### config.mk
export PLATFORM = sky130hd
export DESIGN_NAME = swm_cell
export DESIGN_NICKNAME = d
export VERILOG_FILES = /design/src/hw/rtl/swm_pkg.sv /design/src/hw/rtl/swm_cell.sv
export SDC_FILE = /design/constraint.sdc
export NUM_CORES = 1
export LEC_CHECK = 0
export ABC_AREA = 1
export BUFFER_PORTS_ARGS = -buffer_cell sky130_fd_sc_hd__buf_2
export CAP_MARGIN = 10
export CORE_ASPECT_RATIO = 0.8
export CORE_MARGIN = 4
export CORE_UTILIZATION = 35
export DETAILED_ROUTE_END_ITERATION = 8
export GPL_ROUTABILITY_DRIVEN = 0
export HOLD_SLACK_MARGIN = 0.1
export SYNTH_ARGS = -nofsm -noshare
export SYNTH_HDL_FRONTEND = slang
export SYNTH_SLANG_ARGS = --single-unit
### constraint.sdc
create_clock -name clk -period 2.9 [get_ports clk]
set_input_delay 0 -clock clk [delete_from_list [all_inputs] [get_ports clk]]
set_output_delay 0 -clock clk [all_outputs]
set_load 0.005 [all_outputs]
### src/hw/rtl/swm_pkg.sv
// Shared types and constants for the sliding-window median filter.
package swm_pkg;

  // Sample and register widths, default window maximum and reset window size
  localparam int unsigned DATA_W         = 32;
  localparam int unsigned CFG_W          = 7;
  localparam int unsigned WINDOW_MAX_DEF = 64;
  localparam logic [CFG_W-1:0] WIN_RESET = 7'd3;

  // Sequencer states, one-hot
  typedef enum logic [3:0] {
    ST_IDLE = 4'b0001,
    ST_LOAD = 4'b0010,
    ST_ROT  = 4'b0100,
    ST_SEL  = 4'b1000
  } swm_state_t;

  // Control broadcast from the sequencer to every cell
  typedef struct packed {
    logic shift;   // take the new sample, push the line one cell older
    logic load;    // copy the stored sample into the ring, clear the rank
    logic rotate;  // count one comparison, pass the ring copy on
  } swm_ctrl_t;

endpackage

### src/hw/rtl/swm_cell.sv
// One window cell: stored sample, rotating ring copy and rank counter.
module swm_cell #(
  parameter int unsigned N  = 64,
  parameter int unsigned ID = 0,
  parameter int unsigned IW = (N > 1) ? $clog2(N) : 1,
  parameter int unsigned WW = $clog2(N + 1)
) (
  input  logic                           clk,
  input  swm_pkg::swm_ctrl_t             ctrl,
  input  logic signed [swm_pkg::DATA_W-1:0] shift_in,
  output logic signed [swm_pkg::DATA_W-1:0] value,
  input  logic signed [swm_pkg::DATA_W-1:0] copy_in,
  input  logic [IW-1:0]                  copy_idx_in,
  output logic signed [swm_pkg::DATA_W-1:0] copy,
  output logic [IW-1:0]                  copy_idx,
  input  logic [WW-1:0]                  win_len,
  input  logic [IW-1:0]                  target,
  output logic                           sel
);
  import swm_pkg::*;

  logic [IW-1:0] rank;
  logic          copy_in_win;
  logic          own_in_win;
  logic          hit;

  // Compare the visiting copy against the stored sample; ties break on age
  assign copy_in_win = WW'(copy_idx) < win_len;
  assign own_in_win  = WW'(ID) < win_len;
  assign hit = copy_in_win &&
               ((copy < value) || ((copy == value) && (copy_idx < IW'(ID))));

  // Advance the sample line
  always_ff @(posedge clk) begin
    if (ctrl.shift) begin
      value <= shift_in;
    end
  end

  // Load or rotate the ring copy, accumulate the rank
  always_ff @(posedge clk) begin
    if (ctrl.load) begin
      copy     <= value;
      copy_idx <= IW'(ID);
      rank     <= '0;
    end else if (ctrl.rotate) begin
      copy     <= copy_in;
      copy_idx <= copy_idx_in;
      rank     <= rank + IW'(hit);
    end
  end

  // Flag the cell that holds the wanted rank
  assign sel = own_in_win && (rank == target);

endmodule

## Word-level counts from Yosys, hierarchy flattened

Cells that the tools add are included.

- Input bits: 87
- Word-level logic and storage cells: 18
- Memories kept: 0
- Bits in writable memories: 0
- Register bits: 76
- ROM bits: 0
- Output and inout port bits: 71
- Latch bits: 0

- Bitwise operators: 0
- Reduce and logical (&&, ||, !) cells: 5
- Add/sub/neg operators: 1
- Shift operators: 0
- Muxes and demuxes: 2
- Divide/modulo/power cells: 0
- Multipliers: 0
- $lt $le $gt $ge: 4
- Equality and inequality tests: 2

Operator list:

| cell | count |
|---|---|
| 32-bit two-way mux | 2 |
| 32-bit equality test | 1 |
| 32-bit < comparator | 1 |
| 1-bit by 7-bit < comparator with 1-bit output (first input constant) | 1 |
| 6-bit by 7-bit < comparator with 1-bit output | 1 |
| 6-bit by 1-bit adder with 6-bit output | 1 |
| 6-bit equality test | 1 |
| 6-bit by 1-bit < comparator with 1-bit output (second input constant) | 1 |
| 1-bit logical AND | 3 |
| 2-bit nonzero test | 1 |
| 1-bit logical OR | 1 |

## Depth between registers and ports, before layout

Gate-level depths: netlist of the first run.

- Depth after elaboration: 5
- Depth in mapped cells: 20

## Worst setup path after synthesis of the first run

No wires, ideal clock.

- Path kind: register -> register
- From: register value[5] in the netlist's numbering
- To: register rank[4]
- Arrival time: 2.071 ns
- Stages on the path, launching flop included: 19
- Library setup time: 0.078 ns
- Path buffers: 0
- Path slack: 0.752 ns
- Path through: edfxtp_1 > inv_1 > ha_1 > a21oi_1 > nor2_1 > nor3_1 > nand2_1 > nand2_1 > nand2_1 > nand2_1 > nand3_1 > nand2_1 > nor2_1 > ha_1 > ha_1 > nand3_1 > inv_1 > and3_1 > nor3_1

- Longest elaborated chain between the ends: 5

Ends and longest elaborated chain:

| element | line | source |
|---|---|---|
| start, declared | swm_cell.sv:11 | `output logic signed [swm_pkg::DATA_W-1:0] value,` |
| start signal, assigned | swm_cell.sv:36 | `value <= shift_in;` |
| branches (longest 2 deep; another with 32-bit < comparator) | - |  |
| 1-bit logical OR * | swm_cell.sv:31 | `((copy < value) \|\| ((copy == value) && (copy_idx < IW'(ID))));` |
| 1-bit logical AND * | swm_cell.sv:30 | `assign hit = copy_in_win &&` |
| 6-bit by 1-bit adder with 6-bit output * | swm_cell.sv:49 | `rank <= rank + IW'(hit);` |
| end signal, assigned | swm_cell.sv:49 |  |
| end, declared | swm_cell.sv:22 | `logic [IW-1:0] rank;` |

Mark *: on every way between the ends.
A chain may end at the register's enable or synchronous reset.

## Worst setup path in the final report of the first run

- From: register copy[5] in the netlist's numbering
- To: register rank[5]

- Longest elaborated chain between the ends: 5

Ends and longest elaborated chain:

| element | line | source |
|---|---|---|
| start, declared | swm_cell.sv:14 | `output logic signed [swm_pkg::DATA_W-1:0] copy,` |
| start signal, assigned | swm_cell.sv:43 | `copy <= value;` |
| start signal, assigned | swm_cell.sv:47 | `copy <= copy_in;` |
| branches (longest 2 deep; another with 32-bit < comparator) | - |  |
| 1-bit logical OR * | swm_cell.sv:31 |  |
| 1-bit logical AND * | swm_cell.sv:30 |  |
| 6-bit by 1-bit adder with 6-bit output * | swm_cell.sv:49 |  |

Marked as above.

==> out/metrics.yaml, run 1 <==
route:
  drt_first_pass_iters: 6
  drt-initial-drc-count: 216
  drcViolationCount: 0
  finalWirelength_um: 10400
  wire_per_inst_um: 14.0
  vias: 3359
  viasPerCell: 4.54
  drt.antenna.violating_nets: 0
worst_hold_path:
  hp-class: "in2reg"
cells_and_area:
  num_antenna_cells: 0
  area_growth_pct: 54.4
  drive_above_1_share_pct: 30.3
  final_nets: 720
  design_area_mm2: 0.00579
worst_setup_path:
  cp_data_required_time_ns: 3.12
  end_kind: "register"
  cpLargestDelayFamily: "simple AND/OR/NAND/NOR gates"
  cp_max_fo: 3
  cp-start-kind: "register"
  worstPathCellList: "ha_1 > a21oi_1 > nor2_1 > nor3_1 > nand2_1 > nand2_1 > nand2_1 > nand2_1 > a21oi_1 > nor2_1 > ha_1 > nand2_1 > nor2_1 > nand3_1 > o21ai_0 > a21oi_1"
  arrival_ns: 2.66
  cp_slowest_cell: "edfxtp_1"
  crit_type: "reg2reg"
  cp_common_cell: "nand2_1"
  slowest_delay_ns: 0.40
  crit_buf_inv: 0
clock_network:
  cts.reportedPaths.clkPinSlew_ns: 0.06
  clock_path_buffers: 2
  insertion_delay_ns: 0.33
  cts_sinks: 76
  cts_htree_levels: 3
  cts_resized: 0
  numCtsBuffers: 9
  cts-root-buf: "clkbuf_16"
  cts_tree: "yes"
  post_cts_buffers: 0
status:
  outcome: "finished, final reports clean"
logic_synthesis:
  syn_inst: 359
  syn_area_mm2: 0.00375
  syn_avg_cell_area_um2: 10.5
  syn-num-nets: 484
  yosysUniqueCellTypes: 29
  yosys_warnings: 0
  synth.ff_latch_count: 76
  ys_seq_area_share_pct: 57.6
power:
  power.share.clock_pct: 42.0
  p_leak_nw: 2.80
  p_sw_mw: 0.735
  intPower_mw: 2.48
  peakVddDrop_mv: 0.413
  p_sw_share_pct: 22.9
  power_frac_comb_pct: 16.3
  power_density_mw_per_mm2: 555
  seq_power_share_pct: 41.6
global_routing:
  antenna_found_initial: 0
  grt_pass1_vias: 3658
  grt_max_degree: 73
  groute.usage.overall_pct: 17.5
  grt_pass1_wl_um: 17000
  overflow: 0
sta:
  min_period_over_period_pct: 84.2
  slew_viol_final: 0
  period_needed_ns: 2.44
  tightest_slew_ns: 0.844
  tns_ns: 0
  fmax_mhz: 409
  fin_skew_ns: 0.00315
  rsz0062_at_grt: "false"
  finalSetupViolCount: 0
  slew_headroom_pct: 43.7
  hold_viol_final: 0
floorplanning:
  ios: 158
  die_w_um: 124
  dieArea_mm2: 0.0125
  core-area_mm2: 0.0104
  start_util_pct: 36.2
  rows: 33
  die_y_um: 101
placement:
  io_buffers: 157
  placed_area_mm2: 0.00470
  hpwlAfterDp_um: 7110
run:
  max_cap_violations: 0
-- area by class of cell --
class | instances | area [µm²]
Fill cell | 889 | 4570
Sequential cell | 76 | 2160
Timing Repair Buffer | 233 | 1540
Multi-Input combinational cell | 222 | 1360
Clock buffer | 11 | 233
Inverter | 53 | 199
Tap cell | 140 | 175
Clock inverter | 5 | 124
-- final timing paths --
kind	slack, ns	to	from	depth (start not counted)
setup / recovery	0.46	rank[5]	copy[5]	16
hold / removal	0.33	value[19]	ctrl[2]	1
setup reg to reg	0.46	rank[5]	copy[5]	16
hold reg to reg	0.48	rank[5]	rank[5]	2
-- worst register-to-register path, cell delays in order (launching register included) --
cell	delay (ns)
edfxtp_1	0.40
ha_1	0.31
a21oi_1	0.17
nor2_1	0.06
nor3_1	0.13
nand2_1	0.08
nand2_1	0.06
nand2_1	0.07
nand2_1	0.08
a21oi_1	0.07
nor2_1	0.17
ha_1	0.20
nand2_1	0.06
nor2_1	0.16
nand3_1	0.11
o21ai_0	0.16
a21oi_1	0.05
-- repair_timing --
action / in CTS / in global routing
endpoints found under the hold margin: 73 / 0
hold buffers: 74 / 0
endpoints found under the setup margin: 0 / 0
-- metrics by stage --
stage / utilization, % / power, mW / worst slack, ns / cells / hold slack, ns
global route: 55.9 / 3.38 / 0.0292 / 740 / 0.360
floorplan: - / 1.58 / 0.752 / 359 / 0.0774
global placement: 45.3 / 1.80 / 0.440 / 650 / 0.177
finish: 55.9 / 3.21 / 0.457 / 740 / 0.331
CTS: 55.9 / 3.25 / 0.400 / 740 / 0.332
detailed placement: 45.3 / 1.81 / 0.444 / 650 / 0.178
-- state kept, by name, summed over array words and instances, names as in the netlist --
signal    count
copy         32
value        32
copy_idx      6
rank          6
-- synthesized netlist by cell type, drive strengths merged --
cell | instances | area share (%)
dfxtp | 12 | 6.4
clkinv | 1 | 0.10
clkbuf | 6 | 0.60
and3 | 1 | 0.17
buf | 2 | 0.27
nand3 | 6 | 0.80
inv | 52 | 5.2
o21a | 1 | 0.20
o21ai | 44 | 5.9
nor4 | 2 | 0.33
ha | 38 | 13
xor2 | 2 | 0.47
a221oi | 1 | 0.23
nand4 | 4 | 0.83
a21o | 1 | 0.20
nand2 | 65 | 6.6
nor2 | 24 | 2.6
edfxtp | 64 | 51
nor3 | 5 | 0.80
o211ai | 1 | 0.20
a21oi | 23 | 3.3
xnor2 | 4 | 0.93
-- logic make-up (layout without fill, tap and decap cells) --
group	count (synthesis)	count (layout)	share of synthesized area (%)
flip-flops	76	76	57.6
XOR/XNOR	6	6	1.40
buffers and inverters	61	302	6.17
adder cells (fa/ha/maj)	38	38	12.7
AO/OA/AOI/OAI	71	71	9.97
AND/OR/NAND/NOR	107	107	12.2
-- metal layers --
metal | vias to the layer above | global-route usage, % | wire length (µm)
met4 | 0 | 5.11 | 114
met1 | 1535 | 20.8 | 4460
met5 | - | 0 | 0
met3 | 12 | 5.27 | 701
met2 | 109 | 30.6 | 5120
li1 | 1703 | - | -
-- cells in the final DEF, fill, tap and decap left out, drive strengths merged, types with 4 or more instances in the layout --
cell type and n:
xnor2 4, dlygate4sd3 74, buf 159, inv 52, edfxtp 64, dfxtp 12, nand2 65, ha 38
nor2 24, clkbuf 11, nand3 6, a21oi 23, nor3 5, o21ai 44, bufinv 4, nand4 4
-- power by group through the flow --
stage | clock network [mW] | logic, mW | registers (mW)
floorplan | 0 | 0.222 | 1.36
global placement | 0 | 0.442 | 1.36
detailed placement | 0 | 0.447 | 1.36
CTS | 1.38 | 0.528 | 1.34
global route | 1.42 | 0.606 | 1.35
finish | 1.35 | 0.525 | 1.34
Note: power is estimated with default switching activity, not from simulation.
==> run 2, diff against run 1 <==
==> constraint.sdc (replaced) <==
create_clock -name clk -period 2 [get_ports clk]
set_input_delay 0 -clock clk [delete_from_list [all_inputs] [get_ports clk]]
set_output_delay 0 -clock clk [all_outputs]
set_load 0.005 [all_outputs]
==> run 2 against run 1 <==
- the flow now finishes with violations (negative setup slack)
- hold slack worse by 0.015 ns
- utilization up 5.7 points
- worst setup slack worse by 0.77 ns
- register-to-register slack worse by 0.77 ns
- via count up 4.5%
- sequential power up 46%
- final cell count up 7.2%
- critical path depth up 3
- clock skew up 0.0032 ns
- wire length up 6.3%
- critical path type unchanged
- critical endpoint is now rank[4]
==> out/metrics.yaml, run 2 (same netlist as run 1, synthesis figures left out) <==
cells_and_area:
  top_regs: "copy (32), value (32)"
  num_antenna_cells: 0  # unchanged
  final_common_cell: "buf_2"
  final_nets: 773  # +7.4%
  regArea_mm2: 0.00216  # unchanged
  fillers: 881  # -0.90%
  final_cell_mix: "buf_2, dlygate4sd3_1, edfxtp_1"
  drive_above_1_share_pct: 42.7  # +12 points
  design_area_mm2: 0.00638  # +10%
  utilization_pct: 61.5  # +5.7 points
  area_growth_pct: 70.0
  fin_cells: 793  # +7.2%
  multiInputGateArea_mm2: 0.00156  # +15%
route:
  viasPerCell: 4.43  # -2.5%
  finalWirelength_um: 11000  # +6.3%
  drt_first_pass_iters: 5  # -1
  drcViolationCount: 0  # unchanged
  wire_per_inst_um: 13.9  # -0.82%
  drt.antenna.violating_nets: 0  # unchanged
  vias: 3511  # +4.5%
  drt-initial-drc-count: 120  # -44%
status:
  outcome: "finished, violations left"
  violations: "negative setup slack"
floorplanning:
  rows: 33  # unchanged
  ios: 158  # unchanged
  core-area_mm2: 0.0104  # unchanged
  die_w_um: 124  # unchanged
  start_util_pct: 36.2  # unchanged
  dieArea_mm2: 0.0125  # unchanged
  die_y_um: 101  # unchanged
clock_network:
  cts_htree_levels: 3  # unchanged
  cts_tree: "yes"
  numCtsBuffers: 9  # unchanged
  clock_path_buffers: 2  # unchanged
  cts.reportedPaths.clkPinSlew_ns: 0.06  # about the same
  cts-root-buf: "clkbuf_16"
  insertion_delay_ns: 0.33  # about the same
  cts_sinks: 76  # unchanged
sta:
  tightest_slew_ns: 0.822  # -0.0228 ns
  slew_viol_final: 0  # unchanged
  whs_ns: 0.316  # -0.0146 ns
  min_period_over_period_pct: 116  # +31 points
  fin_skew_ns: 0.00630  # +0.00316 ns
  tns_ns: -1.07  # -1.07 ns
  rsz0062_at_grt: "true"
  slew_headroom_pct: 45.2  # +1.5 points
  hold_viol_final: 0  # unchanged
  fmax_mhz: 432  # +5.6%
  period_needed_ns: 2.31  # -0.130 ns
  worst_slack_ns: -0.313  # -0.770 ns
  finalSetupViolCount: 5  # +5
run:
  max_cap_violations: 0  # unchanged
placement:
  placedCellCount: 692  # +6.5%
  post-place-ws_ns: -0.458  # -0.902 ns
  io_buffers: 157  # unchanged
  placed_area_mm2: 0.00506  # +7.8%
  hpwlAfterDp_um: 7500  # +5.4%
power:
  power_density_mw_per_mm2: 743  # +34%
  peakVddDrop_mv: 0.608  # +47%
  p_leak_nw: 3.05  # +8.9%
  fin_total_pwr_mw: 4.74  # +47%
global_routing:
  groute.usage.overall_pct: 18.2  # +0.67 points
  antenna_found_initial: 0  # unchanged
  grt_max_degree: 38  # -48%
  overflow: 0  # unchanged
  grt_pass1_vias: 3806  # +4.0%
  grt_pass1_wl_um: 17700  # +4.2%
worst_setup_path:
  cp-start-kind: "register"
  cp_data_required_time_ns: 2.22  # -0.90 ns
  arrival_ns: 2.53  # -0.13 ns
  crit_type: "reg2reg"
  cp_max_fo: 3  # unchanged
  end_kind: "register"
worst_hold_path:
  hp-class: "in2reg"
-- run 2: cell types whose count changed in the layout (fill, tap and decap cells not counted), moves of 7 or more --
cell     before  now
ha_4          0    7
nand2_1      63   56
buf_4         2   55
nor2_1       23   15
nand2_2       2    9
ha_1         38   31
-- run 2: metal layers --
metal / global-route usage [%] / wire length [µm] / up-vias
met5: 0 / 0 / -
met1: 20.5 / 4520 / 1602
met2: 33.4 / 5760 / 96
met4: 4.60 / 117 / 0
li1: - / - / 1804
met3: 5.56 / 645 / 9
-- run 2: worst max-delay path, stage by stage, from the launching register on --
cell,delay (ns)
edfxtp_1,0.44
ha_4,0.30
nand2_2,0.05
inv_2,0.04
nand2_1,0.04
nand2_1,0.06
nand2_1,0.07
nand2_2,0.07
nand2_1,0.05
nand2_1,0.08
nand2_2,0.08
nand3_2,0.07
nand2_2,0.06
nor2_4,0.14
ha_4,0.16
ha_4,0.13
nand3_2,0.07
inv_2,0.09
and3_4,0.17
nor3_2,0.03
-- run 2: cell type report --
cell class / instances / area share, %
sequential: 76 / 33.9
timing repair buffer: 286 / 30.6
multi-input combinational: 222 / 24.5
clock buffer: 10 / 3.59
inverter: 53 / 3.12
tap: 140 / 2.75
clock inverter: 6 / 1.61
-- run 2: worst paths after layout --
path | startpoint | endpoint | slack (ns) | cells past startpoint
max | copy[3] | rank[4] | -0.31 | 19
min | ctrl[2] | value[19] | 0.32 | 1
max reg2reg | copy[3] | rank[4] | -0.31 | 19
min reg2reg | copy_idx[0] | copy_idx[0] | 0.48 | 2
-- run 2: what timing repair did --
| item | in CTS | in global routing |
|---|---|---|
| endpoints found under the setup margin | 6 | 6 |
| setup buffers | 5 | 7 |
| hold buffers | 73 | 0 |
| pin swaps | 10 | 21 |
| resized for setup | 14 | 27 |
| hold endpoints to repair | 75 | 0 |
-- run 2: report_power, final --
part | switching [mW] | total (mW) | internal (mW)
logic | 0.439 | 0.969 | 0.530
clock network | 0.612 | 1.82 | 1.21
registers | 0.0794 | 1.95 | 1.87
total | 1.13 | 4.74 | 3.61
==> run 3, diff against run 2 <==
==> constraint.sdc (replaced) <==
create_clock -name clk -period 2 [get_ports clk]
set_input_delay 0.3 -clock clk [delete_from_list [all_inputs] [get_ports clk]]
set_output_delay 0.3 -clock clk [all_outputs]
set_load 0.005 [all_outputs]
==> run 3 against run 2 <==
- the run still ends with negative setup slack left
- register-to-register slack improved by 0.03 ns
- non-clock buffer count down 70
- total power is 5.0% lower
- count of clock-buffer cells in the layout up 1
- die area unchanged
- worst setup slack better by 0.028 ns
- utilization fell by 6.7 points
- first-iteration DRC count down 6.7%
- clock skew fell by 0.0022 ns
- maximum frequency increased by 1.2%
- largest power group unchanged
==> out/metrics.yaml, run 3 (same netlist as run 1, synthesis figures left out) <==
sta:
  fmax_mhz: 438  # +1.2%
  worst_slack_ns: -0.285  # +0.0280 ns
  tightest_slew_ns: 0.353  # -0.469 ns
  period_needed_ns: 2.29  # -0.0280 ns
  finalSetupViolCount: 5  # unchanged
  rsz0062_at_grt: "true"
  hold_viol_final: 0  # unchanged
  slew_headroom_pct: 76.5  # +31 points
  min_period_over_period_pct: 114  # -1.4 points
  fin_skew_ns: 0.00408  # -0.00223 ns
  slew_viol_final: 0  # unchanged
  whs_ns: 0.138  # -0.178 ns
global_routing:
  grt_max_degree: 46  # +21%
  overflow: 0  # unchanged
  groute.usage.overall_pct: 16.4  # -1.8 points
  grt_pass1_wl_um: 15900  # -10%
  grt_pass1_vias: 3378  # -11%
  antenna_found_initial: 0  # unchanged
cells_and_area:
  final_cell_mix: "buf_2, edfxtp_1, nand2_1"
  area_growth_pct: 51.4
  final_common_cell: "buf_2"
  final_nets: 703  # -9.1%
  num_antenna_cells: 0  # unchanged
  utilization_pct: 54.8  # -6.7 points
  top_regs: "copy (32), value (32)"
  drive_above_1_share_pct: 47.7  # +5.0 points
floorplanning:
  die_w_um: 124  # unchanged
  rows: 33  # unchanged
  die_y_um: 101  # unchanged
  core-area_mm2: 0.0104  # unchanged
  ios: 158  # unchanged
  dieArea_mm2: 0.0125  # unchanged
  start_util_pct: 36.2  # unchanged
worst_setup_path:
  timing.rr.end: "rank[4]"
  end_kind: "register"
  cp_slowest_cell: "edfxtp_1"
  r2r_slack_ns: -0.29  # +0.03 ns
  cp-start-kind: "register"
  r2r_cells: 14  # -5
  cp_max_fo: 3  # unchanged
  slowest_delay_ns: 0.40  # -0.04 ns
  cp_data_required_time_ns: 2.22  # about the same
  crit_type: "reg2reg"
  arrival_ns: 2.51  # -0.02 ns
  worstPathCellList: "ha_1 > a21oi_1 > o21ai_2 > a21oi_2 > nand2_2 > nand2_2 > a21oi_2 > nor2_2 > ha_4 > ha_4 > nand3_2 > inv_2 > and3_4 > nor3_2"
  r2r-start: "copy[11]"
clock_network:
  cts.reportedPaths.clkPinSlew_ns: 0.06  # about the same
  cts_tree: "yes"
  cts_sinks: 76  # unchanged
  cts-root-buf: "clkbuf_16"
  insertion_delay_ns: 0.33  # about the same
  clock_path_buffers: 2  # unchanged
  cts_htree_levels: 3  # unchanged
  hold_buffers: 0  # -100%
  numCtsBuffers: 9  # unchanged
route:
  vias: 3253  # -7.3%
  viasPerCell: 4.50  # +1.6%
  wire_per_inst_um: 13.6  # -2.4%
  drt_first_pass_iters: 4  # -1
  drt-initial-drc-count: 112  # -6.7%
  drt.antenna.violating_nets: 0  # unchanged
  finalWirelength_um: 9830  # -11%
  drcViolationCount: 0  # unchanged
run:
  max_cap_violations: 0  # unchanged
placement:
  io_buffers: 157  # unchanged
  hpwlAfterDp_um: 7710  # +2.9%
status:
  outcome: "finished, violations left"
  violations: "negative setup slack"
power:
  peakVddDrop_mv: 0.544  # -11%
  power_density_mw_per_mm2: 792  # +6.7%
  p_leak_nw: 2.76  # -9.4%
  fin_total_pwr_mw: 4.50  # -5.0%
worst_hold_path:
  hp-class: "in2reg"
  worst_hold_startpoint: "shift_in[25]"
  whs_path_depth: 1  # unchanged
  holdPathEnd: "value[25]"
==> run 3: cell types whose count changed in the layout (fill, tap and decap cells not counted), sizes merged <==
cell	change
bufinv	-1
clkinvlp	+1
dlygate4sd3	-73
clkinv	-1
clkbuf	+1
buf	+3
==> run 3: worst max path at each step <==
stage / from / to / slack (ns) / depth (start not counted)
final: copy[11] / rank[4] / -0.29 / 14
after CTS: value[5] / rank[5] / -0.32 / 17
after detailed placement: copy[11] / rank[5] / -0.48 / 15
after global placement: copy[11] / rank[5] / -0.47 / 15
after floorplan: value[5] / rank[4] / -0.11 / 18
after global routing: value[5] / rank[4] / -0.48 / 17
==> run 3: final cells by class <==
| type | count | area [µm²] |
|---|---|---|
| timing repair buffer | 216 | 1280 |
| clock inverter | 5 | 77.6 |
| multi-input combinational | 222 | 1550 |
| inverter | 53 | 199 |
| fill | 981 | 4680 |
| sequential | 76 | 2160 |
| tap | 140 | 175 |
| clock buffer | 11 | 233 |
==> run 3: repair_timing <==
action / CTS / global route
endpoints found under the hold margin: 0 / 0
pin swaps: 7 / 8
resized for setup: 19 / 17
cloned: 0 / 0
buffers inserted: 4 / 2
endpoints found under the setup margin: 6 / 6
==> run 3: through the flow <==
step | cell area, µm² | TNS, ns | instances | worst slack (ns)
2_1_floorplan | 3790 | -0.239 | 359 | -0.108
4_1_cts | 5580 | -1.32 | 721 | -0.315
3_5_place_dp | 5170 | -2.22 | 701 | -0.479
5_1_grt | 5680 | -2.15 | 723 | -0.479
6_report | 5680 | -1.06 | 723 | -0.285
3_3_place_gp | 5170 | -2.01 | 701 | -0.468
==> run 3: layer usage <==
metal	wire length, µm	vias to the layer above	global-route usage (%)
li1	-	1665	-
met1	4250	1469	20.8
met2	4700	104	26.5
met3	708	15	5.44
met4	168	0	5.11
met5	0	-	0
==> run 3: report_power, final <==
| group | switching (mW) | leakage [nW] | internal [mW] | total, mW |
|---|---|---|---|---|
| registers | 0.0770 | 0.745 | 1.87 | 1.94 |
| clock network | 0.620 | 0.150 | 1.09 | 1.71 |
| logic | 0.410 | 1.87 | 0.438 | 0.848 |
| total | 1.11 | 2.76 | 3.39 | 4.50 |
==> run 3: critical path, delay by kind of cell (launching register included) <==
kind / cells / cell delay [ns]
flip-flops: 1 / 0.40
adder cells (fa/ha/maj): 3 / 0.62
buffers and inverters: 1 / 0.08
AO/OA/AOI/OAI: 4 / 0.51
AND/OR/NAND/NOR: 6 / 0.58
